### config.mk
export PLATFORM = sky130hd
export DESIGN_NAME = spaceless_word_tokenizer_top_flat
export DESIGN_NICKNAME = d
export VERILOG_FILES = /design/src/rtl/swt_pkg.sv /design/src/rtl/swt_ifs.sv /design/src/rtl/swt_front.sv /design/src/rtl/swt_queue.sv /design/src/rtl/swt_back.sv /design/src/rtl/spaceless_word_tokenizer_top.sv /design/src/flat_wrapper.sv
export VERILOG_INCLUDE_DIRS = /design/src /design/src/rtl
export SDC_FILE = /design/constraint.sdc
export NUM_CORES = 1
export LEC_CHECK = 0
export BUFFER_PORTS_ARGS = -buffer_cell sky130_fd_sc_hd__buf_2
export CAP_MARGIN = 15
export CELL_PAD_IN_SITES_DETAIL_PLACEMENT = 1
export CELL_PAD_IN_SITES_GLOBAL_PLACEMENT = 1
export CORE_ASPECT_RATIO = 0.8
export CORE_MARGIN = 5
export CORE_UTILIZATION = 53
export CTS_BUF_LIST = sky130_fd_sc_hd__clkbuf_8
export CTS_CLUSTER_DIAMETER = 200
export DETAILED_ROUTE_END_ITERATION = 7
export PLACE_DENSITY_LB_ADDON = 0.25
export SLEW_MARGIN = 15
export SYNTH_ARGS = -nofsm -noshare
export SYNTH_HDL_FRONTEND = slang
export SYNTH_HIERARCHICAL = 1
export SYNTH_SLANG_ARGS = --single-unit
### constraint.sdc
create_clock -name clk -period 6.6 [get_ports clk]
set_input_delay 0.33 -clock clk [delete_from_list [all_inputs] [get_ports clk]]
set_output_delay 0.33 -clock clk [all_outputs]
set_load 0.05 [all_outputs]
### src/rtl/spaceless_word_tokenizer_top_assert.svh
// assertion macros for the spaceless word tokenizer
`ifndef SPACELESS_WORD_TOKENIZER_TOP_ASSERT_SVH
`define SPACELESS_WORD_TOKENIZER_TOP_ASSERT_SVH

// same-cycle implication, sampled on clk, off while in reset
`define SWT_ASSERT_IMPL(label, ante, cons, msg) \
    label: assert property (@(posedge clk) disable iff (!rst_n) (ante) |-> (cons)) \
        else $error(msg);

// next-cycle implication, sampled on clk, off while in reset
`define SWT_ASSERT_NEXT(label, ante, cons, msg) \
    label: assert property (@(posedge clk) disable iff (!rst_n) (ante) |=> (cons)) \
        else $error(msg);

`endif

### src/rtl/swt_pkg.sv
// shared types and constants of the spaceless word tokenizer
package swt_pkg;

    localparam int BYTE_W     = 8;
    localparam int DOC_W      = 32;
    localparam int START_W    = 32;
    localparam int LEN_W      = 8;
    localparam int RANK_W     = 32;
    localparam int CFG_IDX_W  = 3;
    localparam int CFG_DATA_W = 64;

    // register indexes of the configuration port
    localparam logic [CFG_IDX_W-1:0] REG_MAP0    = 3'd0;
    localparam logic [CFG_IDX_W-1:0] REG_MAP1    = 3'd1;
    localparam logic [CFG_IDX_W-1:0] REG_MAP2    = 3'd2;
    localparam logic [CFG_IDX_W-1:0] REG_MAP3    = 3'd3;
    localparam logic [CFG_IDX_W-1:0] REG_MAX_LEN = 3'd4;

    localparam logic [BYTE_W-1:0] SPACE_CHAR    = 8'h20;
    localparam logic [LEN_W-1:0]  MAX_LEN_RESET = 8'd255;

    // queue between front and back
    localparam int QDEPTH = 2;
    localparam int QPTR_W = (QDEPTH > 1) ? $clog2(QDEPTH) : 1;
    localparam int QCNT_W = $clog2(QDEPTH + 1);

    // one classified byte as it travels from front to back
    typedef struct packed {
        logic               word_byte;
        logic               space_byte;
        logic               doc_last;
        logic [START_W-1:0] pos;
        logic [DOC_W-1:0]   doc;
    } item_t;

    // one finished token
    typedef struct packed {
        logic [DOC_W-1:0]   doc_index;
        logic [START_W-1:0] token_start;
        logic [LEN_W-1:0]   token_len;
        logic               is_word;
        logic [RANK_W-1:0]  token_rank;
        logic               ends_document;
        logic               run_last;
    } token_t;

    // back-end status seen by the top level
    typedef struct packed {
        logic              pend_valid;
        logic [RANK_W-1:0] pend_rank;
        logic              pend_run_last;
    } back_status_t;

endpackage

### src/rtl/swt_ifs.sv
// channel interfaces of the spaceless word tokenizer

// text byte channel
interface swt_byte_if;
    logic                        valid;
    logic                        ready;
    logic [swt_pkg::BYTE_W-1:0]  text_byte;
    logic                        doc_last;

    modport source (output valid, output text_byte, output doc_last, input ready);
    modport sink   (input valid, input text_byte, input doc_last, output ready);
endinterface

// token result channel
interface swt_token_if;
    logic                         valid;
    logic                         ready;
    logic [swt_pkg::DOC_W-1:0]    doc_index;
    logic [swt_pkg::START_W-1:0]  token_start;
    logic [swt_pkg::LEN_W-1:0]    token_len;
    logic                         is_word;
    logic [swt_pkg::RANK_W-1:0]   token_rank;
    logic                         ends_document;
    logic                         run_last;

    modport source (output valid, output doc_index, output token_start, output token_len,
                    output is_word, output token_rank, output ends_document,
                    output run_last, input ready);
    modport sink   (input valid, input doc_index, input token_start, input token_len,
                    input is_word, input token_rank, input ends_document,
                    input run_last, output ready);
endinterface

// configuration write channel
interface swt_cfg_if;
    logic                            valid;
    logic                            ready;
    logic [swt_pkg::CFG_IDX_W-1:0]   index;
    logic [swt_pkg::CFG_DATA_W-1:0]  data;

    modport source (output valid, output index, output data, input ready);
    modport sink   (input valid, input index, input data, output ready);
endinterface

### src/rtl/swt_front.sv
// front end: configuration registers, byte classification, position and document counters
module swt_front #(
    parameter int POSITION_BITS = 32
) (
    input  logic                   clk,
    input  logic                   rst_n,
    swt_byte_if.sink               byte_ch,
    swt_cfg_if.sink                cfg_ch,
    output logic                   push_valid,
    input  logic                   push_ready,
    output swt_pkg::item_t         push_item,
    output logic [swt_pkg::LEN_W-1:0] cap
);

    logic [swt_pkg::CFG_DATA_W-1:0] map0_reg, map0_next;
    logic [swt_pkg::CFG_DATA_W-1:0] map1_reg, map1_next;
    logic [swt_pkg::CFG_DATA_W-1:0] map2_reg, map2_next;
    logic [swt_pkg::CFG_DATA_W-1:0] map3_reg, map3_next;
    logic [swt_pkg::LEN_W-1:0]      max_len_reg, max_len_next;
    logic [POSITION_BITS-1:0]       pos_reg, pos_next;
    logic [swt_pkg::DOC_W-1:0]      doc_reg, doc_next;
    logic [4*swt_pkg::CFG_DATA_W-1:0] class_map;
    logic                           accept;

    // config writes are always taken
    assign cfg_ch.ready = 1'b1;

    always_comb
    begin
        map0_next    = map0_reg;
        map1_next    = map1_reg;
        map2_next    = map2_reg;
        map3_next    = map3_reg;
        max_len_next = max_len_reg;
        if (cfg_ch.valid)
        begin
            case (cfg_ch.index)
                swt_pkg::REG_MAP0:    map0_next = cfg_ch.data;
                swt_pkg::REG_MAP1:    map1_next = cfg_ch.data;
                swt_pkg::REG_MAP2:    map2_next = cfg_ch.data;
                swt_pkg::REG_MAP3:    map3_next = cfg_ch.data;
                swt_pkg::REG_MAX_LEN: max_len_next = cfg_ch.data[swt_pkg::LEN_W-1:0];
                default:              ;
            endcase
        end
    end

    // a zero cap behaves as a cap of one
    assign cap = (max_len_reg == '0) ? swt_pkg::LEN_W'(1) : max_len_reg;

    // byte handshake follows the queue
    assign accept        = byte_ch.valid && push_ready;
    assign byte_ch.ready = push_ready;
    assign push_valid    = byte_ch.valid;

    // word class lookup over all 256 byte values
    assign class_map = {map3_reg, map2_reg, map1_reg, map0_reg};

    always_comb
    begin
        push_item.word_byte  = class_map[byte_ch.text_byte];
        push_item.space_byte = (byte_ch.text_byte == swt_pkg::SPACE_CHAR);
        push_item.doc_last   = byte_ch.doc_last;
        push_item.pos        = swt_pkg::START_W'(pos_reg);
        push_item.doc        = doc_reg;
    end

    // position restarts and document count steps on the last byte
    always_comb
    begin
        pos_next = pos_reg;
        doc_next = doc_reg;
        if (accept)
        begin
            if (byte_ch.doc_last)
            begin
                pos_next = '0;
                doc_next = doc_reg + swt_pkg::DOC_W'(1);
            end
            else
            begin
                pos_next = pos_reg + POSITION_BITS'(1);
            end
        end
    end

    always_ff @(posedge clk or negedge rst_n)
    begin
        if (!rst_n)
        begin
            map0_reg    <= '0;
            map1_reg    <= '0;
            map2_reg    <= '0;
            map3_reg    <= '0;
            max_len_reg <= swt_pkg::MAX_LEN_RESET;
            pos_reg     <= '0;
            doc_reg     <= '0;
        end
        else
        begin
            map0_reg    <= map0_next;
            map1_reg    <= map1_next;
            map2_reg    <= map2_next;
            map3_reg    <= map3_next;
            max_len_reg <= max_len_next;
            pos_reg     <= pos_next;
            doc_reg     <= doc_next;
        end
    end

endmodule

### src/rtl/swt_queue.sv
// short register queue between front and back
module swt_queue (
    input  logic           clk,
    input  logic           rst_n,
    input  logic           push_valid,
    output logic           push_ready,
    input  swt_pkg::item_t push_item,
    output logic           pop_valid,
    input  logic           pop_ready,
    output swt_pkg::item_t pop_item
);

    swt_pkg::item_t                 entry_reg [swt_pkg::QDEPTH];
    logic [swt_pkg::QPTR_W-1:0]     wr_ptr_reg, wr_ptr_next;
    logic [swt_pkg::QPTR_W-1:0]     rd_ptr_reg, rd_ptr_next;
    logic [swt_pkg::QCNT_W-1:0]     count_reg, count_next;
    logic                           do_push;
    logic                           do_pop;

    assign push_ready = (count_reg != swt_pkg::QCNT_W'(swt_pkg::QDEPTH));
    assign pop_valid  = (count_reg != '0);
    assign pop_item   = entry_reg[rd_ptr_reg];
    assign do_push    = push_valid && push_ready;
    assign do_pop     = pop_valid && pop_ready;

    // pointer and fill count update
    always_comb
    begin
        wr_ptr_next = wr_ptr_reg;
        rd_ptr_next = rd_ptr_reg;
        count_next  = count_reg;
        if (do_push)
        begin
            wr_ptr_next = (wr_ptr_reg == swt_pkg::QPTR_W'(swt_pkg::QDEPTH - 1)) ? '0
                        : wr_ptr_reg + swt_pkg::QPTR_W'(1);
        end
        if (do_pop)
        begin
            rd_ptr_next = (rd_ptr_reg == swt_pkg::QPTR_W'(swt_pkg::QDEPTH - 1)) ? '0
                        : rd_ptr_reg + swt_pkg::QPTR_W'(1);
        end
        if (do_push && !do_pop)
        begin
            count_next = count_reg + swt_pkg::QCNT_W'(1);
        end
        else if (do_pop && !do_push)
        begin
            count_next = count_reg - swt_pkg::QCNT_W'(1);
        end
    end

    always_ff @(posedge clk or negedge rst_n)
    begin
        if (!rst_n)
        begin
            wr_ptr_reg <= '0;
            rd_ptr_reg <= '0;
            count_reg  <= '0;
        end
        else
        begin
            wr_ptr_reg <= wr_ptr_next;
            rd_ptr_reg <= rd_ptr_next;
            count_reg  <= count_next;
        end
    end

    // entry storage
    always_ff @(posedge clk)
    begin
        if (do_push)
        begin
            entry_reg[wr_ptr_reg] <= push_item;
        end
    end

endmodule

### src/rtl/swt_back.sv
// back end: token state machine, token rank and output staging
module swt_back (
    input  logic                      clk,
    input  logic                      rst_n,
    input  logic                      pop_valid,
    output logic                      pop_ready,
    input  swt_pkg::item_t            pop_item,
    input  logic [swt_pkg::LEN_W-1:0] cap,
    swt_token_if.source               token_ch,
    output swt_pkg::back_status_t     status
);

    localparam logic [1:0] MODE_IDLE  = 2'd0;
    localparam logic [1:0] MODE_WORD  = 2'd1;
    localparam logic [1:0] MODE_SEP   = 2'd2;
    localparam logic [1:0] MODE_SPACE = 2'd3;

    logic [1:0]                  mode_reg, mode_next;
    logic [swt_pkg::START_W-1:0] start_reg, start_next;
    logic [swt_pkg::LEN_W-1:0]   len_reg, len_next;
    logic [swt_pkg::RANK_W-1:0]  rank_reg, rank_next;
    logic                        out_valid_reg, out_valid_next;
    swt_pkg::token_t             out_tok_reg, out_tok_next;
    logic                        pend_valid_reg, pend_valid_next;
    swt_pkg::token_t             pend_tok_reg, pend_tok_next;

    logic                        consume;
    logic                        move_pend;
    logic                        a_valid;
    logic                        a_word;
    logic [swt_pkg::START_W-1:0] a_start;
    logic [swt_pkg::LEN_W-1:0]   a_len;
    logic                        b_valid;
    logic [1:0]                  mode_s;
    logic [swt_pkg::START_W-1:0] start_s;
    logic [swt_pkg::LEN_W-1:0]   len_s;
    logic                        restart;
    swt_pkg::token_t             tok_a;
    swt_pkg::token_t             tok_b;

    // token state machine for the byte at the queue head
    always_comb
    begin
        a_valid = 1'b0;
        a_word  = 1'b0;
        a_start = start_reg;
        a_len   = len_reg;
        mode_s  = mode_reg;
        start_s = start_reg;
        len_s   = len_reg;
        restart = 1'b0;
        case (mode_reg)
            MODE_WORD:
            begin
                if (pop_item.word_byte && (len_reg < cap))
                begin
                    len_s = len_reg + swt_pkg::LEN_W'(1);
                end
                else
                begin
                    a_valid = 1'b1;
                    a_word  = 1'b1;
                    restart = 1'b1;
                end
            end
            MODE_SEP:
            begin
                if (!pop_item.word_byte && (len_reg < cap))
                begin
                    len_s = len_reg + swt_pkg::LEN_W'(1);
                end
                else
                begin
                    a_valid = 1'b1;
                    restart = 1'b1;
                end
            end
            MODE_SPACE:
            begin
                if (pop_item.word_byte)
                begin
                    // pending space is dropped, word starts here
                    mode_s  = MODE_WORD;
                    start_s = pop_item.pos;
                    len_s   = swt_pkg::LEN_W'(1);
                end
                else if (cap > swt_pkg::LEN_W'(1))
                begin
                    // separator opens at the space and takes this byte
                    mode_s = MODE_SEP;
                    len_s  = swt_pkg::LEN_W'(2);
                end
                else
                begin
                    // cap of one: the space stands alone
                    a_valid = 1'b1;
                    a_len   = swt_pkg::LEN_W'(1);
                    restart = 1'b1;
                end
            end
            default:
            begin
                restart = 1'b1;
            end
        endcase

        // open a new token at this byte
        if (restart)
        begin
            start_s = pop_item.pos;
            if (pop_item.word_byte)
            begin
                mode_s = MODE_WORD;
                len_s  = swt_pkg::LEN_W'(1);
            end
            else if (pop_item.space_byte)
            begin
                mode_s = MODE_SPACE;
                len_s  = '0;
            end
            else
            begin
                mode_s = MODE_SEP;
                len_s  = swt_pkg::LEN_W'(1);
            end
        end

        b_valid = pop_item.doc_last && (mode_s != MODE_IDLE);

        // token closed mid-byte
        tok_a.doc_index     = pop_item.doc;
        tok_a.token_start   = a_start;
        tok_a.token_len     = a_len;
        tok_a.is_word       = a_word;
        tok_a.token_rank    = rank_reg;
        tok_a.ends_document = 1'b0;
        tok_a.run_last      = !b_valid;

        // token closed by the end of the document
        tok_b.doc_index     = pop_item.doc;
        tok_b.token_start   = start_s;
        tok_b.token_len     = (mode_s == MODE_SPACE) ? swt_pkg::LEN_W'(1) : len_s;
        tok_b.is_word       = (mode_s == MODE_WORD);
        tok_b.token_rank    = rank_reg + swt_pkg::RANK_W'(a_valid);
        tok_b.ends_document = 1'b1;
        tok_b.run_last      = 1'b1;
    end

    // a byte is taken only when the staging has room for both possible tokens
    assign move_pend = pend_valid_reg && (!out_valid_reg || token_ch.ready);
    assign consume   = pop_valid && !pend_valid_reg && (!out_valid_reg || token_ch.ready);
    assign pop_ready = consume;

    // state and staging update
    always_comb
    begin
        mode_next       = mode_reg;
        start_next      = start_reg;
        len_next        = len_reg;
        rank_next       = rank_reg;
        out_valid_next  = out_valid_reg;
        out_tok_next    = out_tok_reg;
        pend_valid_next = pend_valid_reg;
        pend_tok_next   = pend_tok_reg;

        if (out_valid_reg && token_ch.ready)
        begin
            out_valid_next = 1'b0;
        end

        if (move_pend)
        begin
            out_valid_next  = 1'b1;
            out_tok_next    = pend_tok_reg;
            pend_valid_next = 1'b0;
        end
        else if (consume)
        begin
            start_next = start_s;
            rank_next  = rank_reg + swt_pkg::RANK_W'(a_valid) + swt_pkg::RANK_W'(b_valid);
            if (pop_item.doc_last)
            begin
                mode_next = MODE_IDLE;
                len_next  = '0;
            end
            else
            begin
                mode_next = mode_s;
                len_next  = len_s;
            end
            if (a_valid || b_valid)
            begin
                out_valid_next = 1'b1;
                out_tok_next   = a_valid ? tok_a : tok_b;
            end
            if (a_valid && b_valid)
            begin
                pend_valid_next = 1'b1;
                pend_tok_next   = tok_b;
            end
        end
    end

    always_ff @(posedge clk or negedge rst_n)
    begin
        if (!rst_n)
        begin
            mode_reg       <= MODE_IDLE;
            start_reg      <= '0;
            len_reg        <= '0;
            rank_reg       <= '0;
            out_valid_reg  <= 1'b0;
            pend_valid_reg <= 1'b0;
        end
        else
        begin
            mode_reg       <= mode_next;
            start_reg      <= start_next;
            len_reg        <= len_next;
            rank_reg       <= rank_next;
            out_valid_reg  <= out_valid_next;
            pend_valid_reg <= pend_valid_next;
        end
    end

    // token payload staging
    always_ff @(posedge clk)
    begin
        out_tok_reg  <= out_tok_next;
        pend_tok_reg <= pend_tok_next;
    end

    // output beat
    assign token_ch.valid         = out_valid_reg;
    assign token_ch.doc_index     = out_tok_reg.doc_index;
    assign token_ch.token_start   = out_tok_reg.token_start;
    assign token_ch.token_len     = out_tok_reg.token_len;
    assign token_ch.is_word       = out_tok_reg.is_word;
    assign token_ch.token_rank    = out_tok_reg.token_rank;
    assign token_ch.ends_document = out_tok_reg.ends_document;
    assign token_ch.run_last      = out_tok_reg.run_last;

    assign status.pend_valid    = pend_valid_reg;
    assign status.pend_rank     = pend_tok_reg.token_rank;
    assign status.pend_run_last = pend_tok_reg.run_last;

endmodule

### src/rtl/spaceless_word_tokenizer_top.sv
// top level of the spaceless word tokenizer
// Splits a byte stream into word and separator tokens. One text byte is accepted per
// cycle on byte_ch while the queue has room; the front end classifies it against the
// word class map and stamps it with its offset and document number, then a two-entry
// queue hands it to the back end, whose token state machine retires one byte per cycle
// while its output staging has room. Each byte closes zero, one or two tokens. Tokens
// leave on token_ch at one beat per cycle while token_ch is ready, through an output
// register, and a byte that closes two tokens holds the back end while the second token
// moves from its holding register to the output. Configuration writes on cfg_ch are
// always taken and must only be issued while the block is idle. POSITION_BITS sets the
// width of the in-document byte counter; offsets wrap at that width and are reported
// in the low 32 bits of token_start.
`include "spaceless_word_tokenizer_top_assert.svh"

module spaceless_word_tokenizer_top #(
    parameter int POSITION_BITS = 32
) (
    input  logic        clk,
    input  logic        rst_n,
    swt_byte_if.sink    byte_ch,
    swt_token_if.source token_ch,
    swt_cfg_if.sink     cfg_ch
);

    logic                      push_valid;
    logic                      push_ready;
    swt_pkg::item_t            push_item;
    logic                      pop_valid;
    logic                      pop_ready;
    swt_pkg::item_t            pop_item;
    logic [swt_pkg::LEN_W-1:0] cap;
    swt_pkg::back_status_t     back_status;

    // classification and counters
    swt_front #(
        .POSITION_BITS (POSITION_BITS)
    ) u_front (
        .clk        (clk),
        .rst_n      (rst_n),
        .byte_ch    (byte_ch),
        .cfg_ch     (cfg_ch),
        .push_valid (push_valid),
        .push_ready (push_ready),
        .push_item  (push_item),
        .cap        (cap)
    );

    // decoupling queue
    swt_queue u_queue (
        .clk        (clk),
        .rst_n      (rst_n),
        .push_valid (push_valid),
        .push_ready (push_ready),
        .push_item  (push_item),
        .pop_valid  (pop_valid),
        .pop_ready  (pop_ready),
        .pop_item   (pop_item)
    );

    // token state machine and output staging
    swt_back u_back (
        .clk       (clk),
        .rst_n     (rst_n),
        .pop_valid (pop_valid),
        .pop_ready (pop_ready),
        .pop_item  (pop_item),
        .cap       (cap),
        .token_ch  (token_ch),
        .status    (back_status)
    );

    // checks on the output staging
    `SWT_ASSERT_IMPL(a_pend_has_out, back_status.pend_valid, token_ch.valid, "held token without output token")
    `SWT_ASSERT_IMPL(a_pend_order, back_status.pend_valid, (back_status.pend_rank == token_ch.token_rank + swt_pkg::RANK_W'(1)) && !token_ch.run_last && back_status.pend_run_last, "held token out of order")
    `SWT_ASSERT_NEXT(a_pend_moves, back_status.pend_valid && token_ch.ready, token_ch.valid && !back_status.pend_valid, "held token not forwarded")
    `SWT_ASSERT_IMPL(a_end_is_last, token_ch.valid && token_ch.ends_document, token_ch.run_last, "document end token not last of its byte")

endmodule

### src/flat_wrapper.sv
// flat-port wrapper written by rule: the top's interface ports become plain ports
module spaceless_word_tokenizer_top_flat 
#(
    parameter int POSITION_BITS = 32
)
  (clk, rst_n, byte_ch_valid, byte_ch_text_byte, byte_ch_doc_last, byte_ch_ready, token_ch_valid, token_ch_doc_index, token_ch_token_start, token_ch_token_len, token_ch_is_word, token_ch_token_rank, token_ch_ends_document, token_ch_run_last, token_ch_ready, cfg_ch_valid, cfg_ch_index, cfg_ch_data, cfg_ch_ready);
  swt_byte_if byte_ch_i ();
  swt_token_if token_ch_i ();
  swt_cfg_if cfg_ch_i ();
  input  logic clk;
  input  logic rst_n;
  input wire logic [$bits(byte_ch_i.valid)-1:0] byte_ch_valid;
  input wire logic [$bits(byte_ch_i.text_byte)-1:0] byte_ch_text_byte;
  input wire logic [$bits(byte_ch_i.doc_last)-1:0] byte_ch_doc_last;
  output wire logic [$bits(byte_ch_i.ready)-1:0] byte_ch_ready;
  output wire logic [$bits(token_ch_i.valid)-1:0] token_ch_valid;
  output wire logic [$bits(token_ch_i.doc_index)-1:0] token_ch_doc_index;
  output wire logic [$bits(token_ch_i.token_start)-1:0] token_ch_token_start;
  output wire logic [$bits(token_ch_i.token_len)-1:0] token_ch_token_len;
  output wire logic [$bits(token_ch_i.is_word)-1:0] token_ch_is_word;
  output wire logic [$bits(token_ch_i.token_rank)-1:0] token_ch_token_rank;
  output wire logic [$bits(token_ch_i.ends_document)-1:0] token_ch_ends_document;
  output wire logic [$bits(token_ch_i.run_last)-1:0] token_ch_run_last;
  input wire logic [$bits(token_ch_i.ready)-1:0] token_ch_ready;
  input wire logic [$bits(cfg_ch_i.valid)-1:0] cfg_ch_valid;
  input wire logic [$bits(cfg_ch_i.index)-1:0] cfg_ch_index;
  input wire logic [$bits(cfg_ch_i.data)-1:0] cfg_ch_data;
  output wire logic [$bits(cfg_ch_i.ready)-1:0] cfg_ch_ready;
  assign byte_ch_i.valid = byte_ch_valid;
  assign byte_ch_i.text_byte = byte_ch_text_byte;
  assign byte_ch_i.doc_last = byte_ch_doc_last;
  assign byte_ch_ready = byte_ch_i.ready;
  assign token_ch_valid = token_ch_i.valid;
  assign token_ch_doc_index = token_ch_i.doc_index;
  assign token_ch_token_start = token_ch_i.token_start;
  assign token_ch_token_len = token_ch_i.token_len;
  assign token_ch_is_word = token_ch_i.is_word;
  assign token_ch_token_rank = token_ch_i.token_rank;
  assign token_ch_ends_document = token_ch_i.ends_document;
  assign token_ch_run_last = token_ch_i.run_last;
  assign token_ch_i.ready = token_ch_ready;
  assign cfg_ch_i.valid = cfg_ch_valid;
  assign cfg_ch_i.index = cfg_ch_index;
  assign cfg_ch_i.data = cfg_ch_data;
  assign cfg_ch_ready = cfg_ch_i.ready;
  spaceless_word_tokenizer_top #(.POSITION_BITS(POSITION_BITS)) u_core (.clk(clk), .rst_n(rst_n), .byte_ch(byte_ch_i), .token_ch(token_ch_i), .cfg_ch(cfg_ch_i));
endmodule
Word level (Yosys, flattened, before mapping)
Memory sizes are Yosys's and may differ from the RTL's.
Cells that the tools add are included.
{"block": "classes", "n_addsub": 9, "n_lt_le_gt_ge": 3, "eq_ne": 11, "n_mux": 51, "bitwise": 1, "n_reduce_logical": 38}
{"operator": "$mux W107", "count": 3}
{"operator": "$mux W32", "count": 4}
{"operator": "$mux W8", "count": 11}
{"operator": "$mux W75", "count": 1}
{"operator": "$add A32 B1 Y32", "count": 2}
{"operator": "$add A32 B1 Y32 const B", "count": 2}
{"operator": "$pmux W8 S3", "count": 1}
{"operator": "$mux W1", "count": 20}
{"operator": "$reduce_and A2 Y1", "count": 9}
{"operator": "$mux W2", "count": 8}
{"operator": "$logic_and A1 B1 Y1", "count": 12}
{"operator": "$reduce_bool A2 Y1", "count": 6}
{"operator": "$lt A8 B9 Y1 const B", "count": 1}
{"operator": "$add A8 B1 Y8 const B", "count": 1}
{"operator": "$bmux W1 S8", "count": 1}
{"operator": "$eq A8 B6 Y1 const B", "count": 1}
{"operator": "$gt A8 B1 Y1 const B", "count": 1}
{"operator": "$logic_not A8 Y1", "count": 1}
{"operator": "$lt A8 B8 Y1", "count": 1}
{"operator": "$eq A2 B2 Y1 const B", "count": 3}
{"operator": "$eq A3 B2 Y1 const B", "count": 2}
{"operator": "$logic_not A1 Y1", "count": 6}
{"operator": "$pmux W1 S3", "count": 2}
{"operator": "$eq A2 B1 Y1 const B", "count": 2}
{"operator": "other kinds (10)", "count": 12}
{"block": "word_totals", "regBits": 620, "mem_bits_rw": 134, "inputBits": 81, "output_inout_bits": 110, "word_cells": 142, "mem_count": 1}
{"name": "u_core.u_queue.entry_reg", "depth": 2, "word_bits": 67, "read_ports": 1, "rd_clocked_by_memory_dff": 0, "wr": 1, "line_no": "swt_queue.sv:13", "source": "swt_pkg::item_t entry_reg [swt_pkg::QDEPTH];"}

Depth between registers and ports, before layout
Gate-level depths: netlist (run 1).
{"block": "logic_depth", "depth_word": 14, "mapped_depth": 23, "mapped_depth_nobuf": 18}

Modules after synthesis
The synthesis (run 1) kept the hierarchy.
{"mod": "swt_front", "instances": 1, "cells_per_inst": 1039, "area_each_um2": 15000.6, "seq_area_each_um2": 8217.9}
{"mod": "swt_back", "instances": 1, "cells_per_inst": 1331, "area_each_um2": 14302.5, "seq_area_each_um2": 8267.9}
{"mod": "swt_queue", "instances": 1, "cells_per_inst": 227, "area_each_um2": 5119.9, "seq_area_each_um2": 4124.0}

Least setup slack after synthesis (run 1)
OpenSTA, ideal clock, no wires.
{"block": "synth_timing", "path_kind": "register to register", "startpoint": "register u_core/u_front/max_len_reg[1] (netlist bit)", "endpoint": "register u_core/u_back/rank_reg[27] (netlist bit)", "setup_time_ns": 0.095, "arrival_time_ns": 5.010, "required_time_ns": 6.505, "setup_slack_ns": 1.495, "path_stages_with_launch": 22, "n_path_buf": 6, "synth_period_minus_slack_ns": 5.105, "path_cell_list": "dfstp_2 -> clkbuf_1 -> inv_1 -> ha_1 -> a2111o_1 -> a31o_2 -> a221oi_4 -> or2_2 -> inv_2 -> clkbuf_1 -> buf_1 -> ha_1 -> ha_1 -> buf_2 -> and4_1 -> clkbuf_1 -> and4_1 -> buf_2 -> o311ai_2 -> nand3b_4 -> o41a_1 -> o31ai_1"}
{"block": "synth_via", "elab_chain_cells": 10, "elab_cells_between_ends": 20, "cone_classes": "add/sub (2); order compare (2); mux (11); reduce/logical (5)"}
{"item": "start: declaration", "line_no": "swt_front.sv:19", "source": "logic [swt_pkg::LEN_W-1:0] max_len_reg, max_len_next;"}
{"item": "start signal: assignment", "line_no": "swt_front.sv:95", "source": "max_len_reg <= swt_pkg::MAX_LEN_RESET;"}
{"item": "start signal: assignment", "line_no": "swt_front.sv:105", "source": "max_len_reg <= max_len_next;"}
{"item": "$logic_not A8 Y1", "line_no": "swt_front.sv:49", "source": "assign cap = (max_len_reg == '0) ? swt_pkg::LEN_W'(1) : max_len_reg;"}
{"item": "$mux W8 (*)", "line_no": "swt_front.sv:49"}
{"item": "named net u_core.cap (one bit)", "line_no": "spaceless_word_tokenizer_top.sv:31", "source": "logic [swt_pkg::LEN_W-1:0] cap;"}
{"item": "parallel branches: the longest is 7 deep, another holds $add A32 B1 Y32"}
{"item": "$add A32 B1 Y32 (*)", "line_no": "swt_back.sv:180", "source": "rank_next = rank_reg + swt_pkg::RANK_W'(a_valid) + swt_pkg::RANK_W'(b_valid);"}
{"item": "end signal: assignment", "line_no": "swt_back.sv:220", "source": "rank_reg <= rank_next;"}
{"item": "end: declaration", "line_no": "swt_back.sv:21", "source": "logic [swt_pkg::RANK_W-1:0] rank_reg, rank_next;"}
Mark *: on every way through the listed nets, which the timed path passes.
A chain may end at the register's enable or synchronous reset.

==> out/results.ini, run 1 <==
[run_status]
status=finished, final reports clean

[timing]
holdWs_ns=0.124
rsz0062_at_grt=false
final.min_clock_period_ns=5.57
tns_ns=0
hold_viol=0
slew_headroom_pct=19.4
fin_worst_skew_ns=0.0365
tightest_slew_ns=1.21
finalSetupViolCount=0
drv_slew=0
fin_crit_sh_pct=84.4
fmax_ghz=0.180

[floorplan]
dieHeight_um=237
num_rows=83
boundaryPins=191
dieArea_sq_um=69700
die-width_um=294
start_util_pct=53.4
core_area_sq_um=64000

[layout]
final_nets=2894
syn_to_final_growth_pct=13.6
largest_register_ffs=134
layout-drive-gt1-share_pct=28.6

[critical_path]
slowest_stage=a211oi_1
path_cells=nor4_1 -> a21o_1 -> nand2b_1 -> a2111o_1 -> a31o_2 -> a221oi_4 -> buf_4 -> or2_2 -> buf_4 -> ha_1 -> inv_1 -> ha_1 -> ha_1 -> o311ai_0 -> buf_4 -> a211oi_1 -> nand2_1 -> o311ai_0 -> nand3_1
critPathKind=reg2reg
reg2reg_depth=19
crit_family=compound AO/OA/AOI/OAI gates
cp-end-kind=flip-flop
max_stage_delay_ns=0.66
required_ns=7.18
crit_path_start_kind=flip-flop
cp_num_cells=19
crit_buf_inv=4
crit_fanout=37
critPathArrivalTime_ns=6.14

[pwr]
ir_drop_mv=0.314
leakagePower_nw=15.7
p_per_area_nw_per_um2=428

[drt]
wl_met2_mm=44.4
dr_wl_met3_mm=4.17
vias_per_cell=5.90
avgRoutedWirePerCell_um=24.1
vias=22128
drc=0
routedLengthMet1_mm=39.2
dr.pass1.iters=4
routed_wl_mm=90.3
ant_nets=0
drt_iter0_markers=1318
dr.max_layer_used=met5

[clock_tree]
cts-buffers-inserted=117
htreeDepth=3
tritoncts=built
postCtsSetupRepairBufs=0
cts_hold_buf=67
cts.sinks=754
root_buffer=clkbuf_8
cts_resized=0
clkTransAtPathRegs_ns=0.07
cts_buffer_depth=3
clkLatencyLatePin_ns=0.73

[global_route]
grt_pass1_wl_mm=142
antenna_found_initial=3
grt_max_degree=135
grt.total_usage_pct=25.8
grt_pass1_vias=24550
grt.overflow.total=0

[place]
port_buffers=189
place_congestion=0.870
hpwl_mm=56.7

[synth]
syn_area_per_cell_sq_um=13.3
syn_inst=2562
synth_warnings=6
syn_area_sq_um=34200
syn-num-nets=2659

[flow_run]
drv_cap=0

[hold_path]
hp-class=in2reg
hold_depth=3

## cell usage in the layout (no fill, tap or decap), types with 59 or more instances in the layout
cell,instances
buf_2,187
clkbuf_8,136
dfrtp_1,399
dlygate4sd3_1,67
edfxtp_1,346
inv_1,109
mux2_2,316
mux4_2,59
nand2_1,256
nand3_1,67
nor2_1,113
nor3_1,60
o21ai_0,93
xnor2_1,79
## metrics by stage
| step | util [%] | setup slack [ns] | std cells | power, mW | cell area (sq um) |
|---|---|---|---|---|---|
| floorplan | - | 1.49 | 2562 | 11.0 | 34200 |
| global placement | 55.8 | 1.33 | 3461 | 12.3 | 35700 |
| detailed placement | 55.8 | 1.10 | 3461 | 12.6 | 35700 |
| CTS | 60.7 | 1.09 | 3749 | 16.7 | 38800 |
| global route | 60.7 | 0.715 | 3750 | 17.4 | 38800 |
| finish | 60.7 | 1.03 | 3750 | 16.6 | 38800 |
## tightest hold or removal path: stages
cell    delay (ns)
buf_2         0.11
or4_1         0.11
nor3_1        0.09
## power breakdown
part           internal, mW  total, mW  switching (mW)
Clock                  2.12       3.98            1.86
Combinational          1.68       5.44            3.76
Sequential             6.54       7.18           0.634
## layer usage
layer | track usage, % | vias to the layer above
met5 | 0 | -
met4 | 8.13 | 2
met3 | 4.32 | 162
met2 | 42.7 | 531
met1 | 35.4 | 11541
li1 | - | 9892
## final cells by class
cell class              instances  area [sq um]
clock inverters                85           544
flip-flops and latches        754         20600
fillers                      6280         25200
multi-input cells            1575         12600
clock buffers                 136          1870
inverters                      65           244
diodes                          1          2.50
repair buffers                284          1880
well taps                     850          1060
## final timing paths
check / slack (ns) / startpoint / to
max reg2reg: 1.03 / u_core/u_front/max_len_reg[4] / u_core/u_back/rank_reg[28]
min: 0.12 / byte_ch_text_byte[7] / u_core/u_queue/entry_reg[0][65]
min reg2reg: 0.49 / u_core/u_front/doc_reg[11] / u_core/u_queue/entry_reg[1][11]
max in group asynchronous: 4.89 / rst_n / u_core/u_front/pos_reg[29]
max: 1.03 / u_core/u_front/max_len_reg[4] / u_core/u_back/rank_reg[28]
min in group asynchronous: 0.30 / rst_n / u_core/u_front/map0_reg[25]
(Power assumes the default switching activity.)
==> run 2, diff against run 1 <==
- ABC_AREA: unset -> 1
- CORE_UTILIZATION: 53 -> 49
- clock period: 6.6 -> 5.83 ns (I/O delays scaled with it)
==> run 2 against run 1 <==
Clock-buffer cell count up 17. Cell count up 40%. Global-route usage up 1.3 points. Worst hold slack worse by 0.039 ns. Synthesized area up 3.1%. Power up 18%. Largest cell class unchanged.
==> out/results.ini, run 2 <==
[floorplan]
die-width_um=310  ; +5.4%
core_area_sq_um=71700  ; +12%
start_util_pct=49.1  ; -4.3 points
num_rows=88  ; +6.0%
boundaryPins=191  ; unchanged
dieArea_sq_um=77400  ; +11%
dieHeight_um=250  ; +5.4%

[hold_path]
min_to=u_core/u_queue/entry_reg[1][65]
worstHoldStart=byte_ch_text_byte[6]
hp-class=in2reg
hold_depth=4  ; +1

[pwr]
switching_share_pct=41.4  ; +3.8 points
leakagePower_nw=18.1  ; +15%
p_per_area_nw_per_um2=488  ; +14%
p_sw_mw=8.10  ; +30%
clock_power_share_pct=24.2  ; +0.2 points
fin_total_pwr_mw=19.6  ; +18%
sequentialPowerShare_pct=41.3  ; -1.9 points
combPwrFrac_pct=34.5  ; +1.7 points
internal_power_mw=11.5  ; +11%
ir_drop_mv=0.519  ; +65%

[timing]
fmax_ghz=0.233  ; +30%
fin_worst_skew_ns=0.0366  ; +0.0000806 ns
rsz0062_at_grt=false
slew_headroom_pct=22.9  ; +3.5 points
tightest_slew_ns=1.16  ; -0.0525 ns
finalSetupViolCount=0  ; unchanged
holdWs_ns=0.0854  ; -0.0389 ns
setup_ws_ns=1.54  ; +0.504 ns
fin_crit_sh_pct=73.7  ; -11 points
tns_ns=0  ; unchanged
drv_slew=0  ; unchanged
hold_viol=0  ; unchanged
final.min_clock_period_ns=4.29  ; -1.27 ns

[drt]
routed_wl_mm=106  ; +17%
drc=0  ; unchanged
avgRoutedWirePerCell_um=20.1  ; -16%
vias_per_cell=5.49  ; -7.0%
dr.pass1.iters=8  ; +4
ant_nets=0  ; unchanged
vias=28824  ; +30%
drt_iter0_markers=2141  ; +62%

[critical_path]
reg2reg_to=u_core/u_back/rank_reg[20]
crit_path_start_kind=flip-flop
critPathKind=reg2reg
required_ns=6.42  ; -0.76 ns
cp-end-kind=flip-flop
critPathArrivalTime_ns=4.88  ; -1.26 ns
reg2reg_depth=22  ; +3
r2r_slack_ns=1.54  ; +0.50 ns
reg2reg_from=u_core/u_front/max_len_reg[5]
crit_fanout=10  ; -73%

[layout]
final_common_cell=nand2_1
fillers=8415  ; +34%
layout_common_cells=1371 x nand2_1, 399 x dfrtp_1, 364 x o21ai_0
syn_to_final_growth_pct=13.8
largest_register_ffs=134  ; unchanged
final_core_util_pct=55.9  ; -4.7 points
layout-drive-gt1-share_pct=12.9  ; -16 points
multiInputGateArea_sq_um=12500  ; -0.43%
area.sequential_sq_um=20600  ; about the same
final_nets=4297  ; +48%

[clock_tree]
postCtsSetupRepairBufs=0  ; unchanged
cts_buffer_depth=3  ; unchanged
root_buffer=clkbuf_8
cts_hold_buf=69  ; +3.0%
cts.sinks=754  ; unchanged
cts_resized=0  ; unchanged
htreeDepth=3  ; unchanged
clkLatencyLatePin_ns=0.75  ; +0.02 ns
cts-buffers-inserted=120  ; +2.6%
tritoncts=built
clkTransAtPathRegs_ns=0.07  ; about the same

[global_route]
grt_pass1_wl_mm=169  ; +18%
grt.total_usage_pct=27.1  ; +1.3 points
antenna_found_initial=4  ; +1
grt_max_degree=159  ; +18%
grt_pass1_vias=30097  ; +23%
grt.overflow.total=0  ; unchanged

[synth]
syn-num-nets=4076  ; +53%
syn_inst=3979  ; +55%
syn_area_sq_um=35200  ; +3.1%
synth_warnings=6  ; unchanged
syn_area_per_cell_sq_um=8.85  ; -34%

[place]
hpwl_mm=68.0  ; +20%
place_ws_ns=1.61  ; +0.513 ns
port_buffers=189  ; unchanged
place_congestion=0.914  ; +5.0%

[flow_run]
drv_cap=0  ; unchanged

[run_status]
status=finished, final reports clean

-- run 2: critical path, cell delays in order (launching register included) --
cell	delay, ns
dfstp_2	0.54
inv_1	0.07
ha_1	0.30
a21oi_1	0.08
o21a_1	0.21
nand3_2	0.12
nand2_1	0.14
nand3_4	0.17
ha_1	0.48
ha_1	0.44
nand2_2	0.14
nor2_4	0.15
nand2_4	0.10
o21ai_2	0.14
nand2_2	0.16
nor2_4	0.16
nand2_1	0.10
nor2_2	0.21
nand3_1	0.10
nand2_1	0.08
nand2_1	0.07
nand2_1	0.08
o21ai_1	0.10
-- run 2: final cells by class --
type	instances	share of cell area, %
diodes	2	0.0125
repair buffers	291	4.79
multi-input cells	2694	31.3
flip-flops and latches	754	51.4
clock inverters	76	1.10
clock buffers	153	5.25
inverters	339	3.19
well taps	945	2.95
-- run 2: per-layer routing --
| metal | vias to the layer above | GRT usage (%) | share of wire (%) |
|---|---|---|---|
| met1 | 14452 | 39.6 | 46 |
| li1 | 13456 | - | - |
| met4 | 2 | 6.38 | 1.9 |
| met2 | 772 | 43.6 | 47 |
| met3 | 142 | 3.57 | 5.1 |
| met5 | - | 0 | 0.011 |
-- run 2: through the flow --
stage / std cells / area [sq um]
floorplan: 3979 / 35200
global placement: 4954 / 36800
detailed placement: 4954 / 36800
CTS: 5252 / 40100
global route: 5254 / 40100
finish: 5254 / 40100
-- run 2: power groups by stage --
stage / clock [mW] / sequential, mW / combinational, mW
6_report: 4.73 / 8.09 / 6.74
5_1_grt: 5.08 / 8.21 / 7.32
4_1_cts: 4.84 / 8.08 / 6.74
3_5_place_dp: 0 / 8.15 / 6.65
3_3_place_gp: 0 / 8.09 / 6.41
2_1_floorplan: 0 / 9.40 / 3.30
-- run 2: worst max path at each step --
stage	start	to	slack, ns	cells after the start
global route	u_core/u_front/max_len_reg[5]	u_core/u_back/rank_reg[14]	1.16	20
floorplan	u_core/u_front/max_len_reg[7]	u_core/u_back/token_ch.doc_index[0]	0.92	11
detailed placement	u_core/u_front/max_len_reg[7]	u_core/u_back/rank_reg[30]	1.61	24
CTS	u_core/u_front/max_len_reg[7]	u_core/u_back/rank_reg[30]	1.58	24
global placement	u_core/u_front/max_len_reg[7]	u_core/u_back/rank_reg[25]	1.86	22
finish	u_core/u_front/max_len_reg[5]	u_core/u_back/rank_reg[20]	1.54	22
==> run 3, diff against run 2 <==
- ABC_AREA: 1 -> 0
- CORE_UTILIZATION: 49 -> 48
- clock period: 5.83 -> 3.5 ns (I/O delays scaled with it)
==> run 3 against run 2 <==
The run now ends with setup timing left. Setup slack got worse by 2.3 ns. Sequential cell count is the same. Die area decreased by 0.95%. Maximum frequency fell by 0.46%. Register-to-register slack got worse by 2.3 ns. Utilization grew 3.5 points. Critical path depth fell by 3. Clock-buffer cell count shrank 19. Global-route usage decreased by 2.4 points. Critical path type unchanged. Critical endpoint is now u_core/u_back/rank_reg[29]. Highest routed layer is now met4.
==> out/results.ini, run 3 (synthesis results as in run 1) <==
[floorplan]
dieHeight_um=249  ; -0.47%
dieArea_sq_um=76600  ; -0.95%
die-width_um=308  ; -0.48%
num_rows=87  ; -1.1%
boundaryPins=191  ; unchanged
start_util_pct=48.4  ; -0.71 points
core_area_sq_um=70500  ; -1.6%

[global_route]
grt.total_usage_pct=24.7  ; -2.4 points
grt_pass1_vias=25690  ; -15%
antenna_found_initial=2  ; -2
grt_max_degree=113  ; -29%
grt.overflow.total=0  ; unchanged
grt_pass1_wl_mm=150  ; -11%

[timing]
drv_slew=0  ; unchanged
fin_crit_sh_pct=123  ; +50 points
fin_worst_skew_ns=0.0439  ; +0.00727 ns
rsz0062_at_grt=true
hold_viol=0  ; unchanged
fmax_ghz=0.232  ; -0.46%
slew_headroom_pct=33.7  ; +11 points
finalSetupViolCount=67  ; +67
holdWs_ns=0.0867  ; +0.00121 ns
setup_ws_ns=-0.814  ; -2.35 ns
final.min_clock_period_ns=4.31  ; +0.0200 ns
tightest_slew_ns=0.995  ; -0.162 ns

[critical_path]
crit_path_start_kind=flip-flop
crit_fanout=6  ; -4
reg2reg_from=u_core/u_front/max_len_reg[1]
required_ns=4.09  ; -2.33 ns
critPathArrivalTime_ns=4.90  ; +0.02 ns
cp-end-kind=flip-flop
critPathKind=reg2reg
crit_start=u_core/u_front/max_len_reg[1]

[drt]
drt_iter0_markers=1562  ; -27%
dr_wl_met3_mm=3.79  ; -30%
vias=23137  ; -20%
routed_wl_mm=96.5  ; -8.7%
dr.pass1.iters=8  ; unchanged
vias_per_cell=5.72  ; +4.3%
drc=0  ; unchanged
ant_nets=0  ; unchanged
avgRoutedWirePerCell_um=23.9  ; +19%
dr.max_layer_used=met4
routedLengthMet1_mm=42.6  ; -13%
wl_met2_mm=47.6  ; -3.4%

[layout]
final_common_cell=dfrtp_1
largest_register_ffs=134  ; unchanged
final_nets=3104  ; -28%
layout-drive-gt1-share_pct=38.0  ; +25 points
finalNonFillerCells=4045  ; -23%
syn_to_final_growth_pct=22.7
layout_common_cells=399 x dfrtp_1, 346 x edfxtp_1, 316 x mux2_2

[clock_tree]
cts.sinks=754  ; unchanged
clkTransAtPathRegs_ns=0.07  ; about the same
cts-buffers-inserted=117  ; -2.5%
htreeDepth=3  ; unchanged
clkLatencyLatePin_ns=0.76  ; about the same
root_buffer=clkbuf_8
tritoncts=built
cts_buffer_depth=3  ; unchanged

[pwr]
ir_drop_mv=0.780  ; +50%
leakagePower_nw=17.3  ; -4.3%
p_per_area_nw_per_um2=765  ; +57%
fin_total_pwr_mw=32.1  ; +64%

[flow_run]
drv_cap=0  ; unchanged

[place]
place_congestion=0.887  ; -2.9%
hpwl_mm=61.2  ; -10%
placedCellCount=3690  ; -26%
port_buffers=189  ; unchanged

[run_status]
status=finished with violations
violations=setup timing

[hold_path]
worstHoldStart=byte_ch_text_byte[5]
hp-class=in2reg

run 3: cell types whose count changed in the layout (fill, tap and decap cells not counted), moves of 27 or more:
cell / delta
nand2_1: -1123
a211oi_1: +31
mux4_2: +59
nor2_1: -163
nand3_1: -212
buf_6: +51
o221ai_1: -27
mux2_2: +316
buf_4: +135
o21ai_0: -303
xnor2_1: +53
mux2i_1: +44
nand2_2: -34
inv_1: -245
run 3: critical path, cell delays in order, from the launching register on:
cell and delay (ns):
dfstp_2 0.54, buf_6 0.10, nor3_2 0.03, a21o_1 0.16, nand2b_1 0.08, a2111o_1 0.16, a31o_4 0.17, a221oi_4 0.07
or2_4 0.28, inv_4 0.06, ha_4 0.17, ha_4 0.14, and4_4 0.23, buf_6 0.12, nand4_1 0.30, or4_4 0.68
a22oi_4 0.22, o21ai_4 0.15, o311ai_1 0.34, o211ai_1 0.15
run 3: per-layer routing:
metal	track usage [%]	vias to the layer above
li1	-	10312
met1	34.0	12124
met4	7.26	0
met2	41.0	535
met3	3.96	166
met5	0	-
run 3: repair_timing:
item | 4_1_cts | 5_1_grt
hold endpoints to repair | 380 | 0
hold buffers | 69 | 0
pin swaps | 56 | 65
endpoints found under the setup margin | 68 | 269
gates cloned | 0 | 0
setup buffers | 37 | 35
gates resized for setup | 154 | 94
run 3: path summary, 6_finish.rpt:
path,slack (ns),depth (start not counted),end
max,-0.81,19,u_core/u_back/rank_reg[29]
min,0.09,3,u_core/u_queue/entry_reg[1][65]
max reg2reg,-0.81,19,u_core/u_back/rank_reg[29]
min reg2reg,0.48,0,u_core/u_queue/entry_reg[0][11]
max in group asynchronous,2.42,3,u_core/u_front/map2_reg[57]
min in group asynchronous,0.10,2,u_core/u_front/map3_reg[26]
run 3: per-stage QoR:
| stage | utilization [%] | setup TNS, ns | instance area (sq um) | setup slack [ns] |
|---|---|---|---|---|
| after floorplan | - | -38.81 | 34500 | -1.28 |
| final | 59.5 | -24.74 | 41900 | -0.814 |
| after global routing | 59.5 | -37.73 | 41900 | -0.961 |
| after global placement | 53.0 | -22.62 | 37400 | -0.770 |
| after detailed placement | 53.0 | -26.45 | 37400 | -0.825 |
| after CTS | 58.5 | -20.66 | 41300 | -0.725 |
run 3: area by class of cell:
cell class	count	area, sq um
multi-input cells	1575	13700
diodes	2	5.00
fillers	6875	28600
repair buffers	494	3840
flip-flops and latches	754	20600
clock inverters	87	478
inverters	65	251
well taps	934	1170
clock buffers	134	1840
run 3: where the power goes:
part	switching (mW)	total, mW	internal, mW
clock network	3.56	7.30	3.74
registers	1.16	13.5	12.3
logic	7.56	11.3	3.77
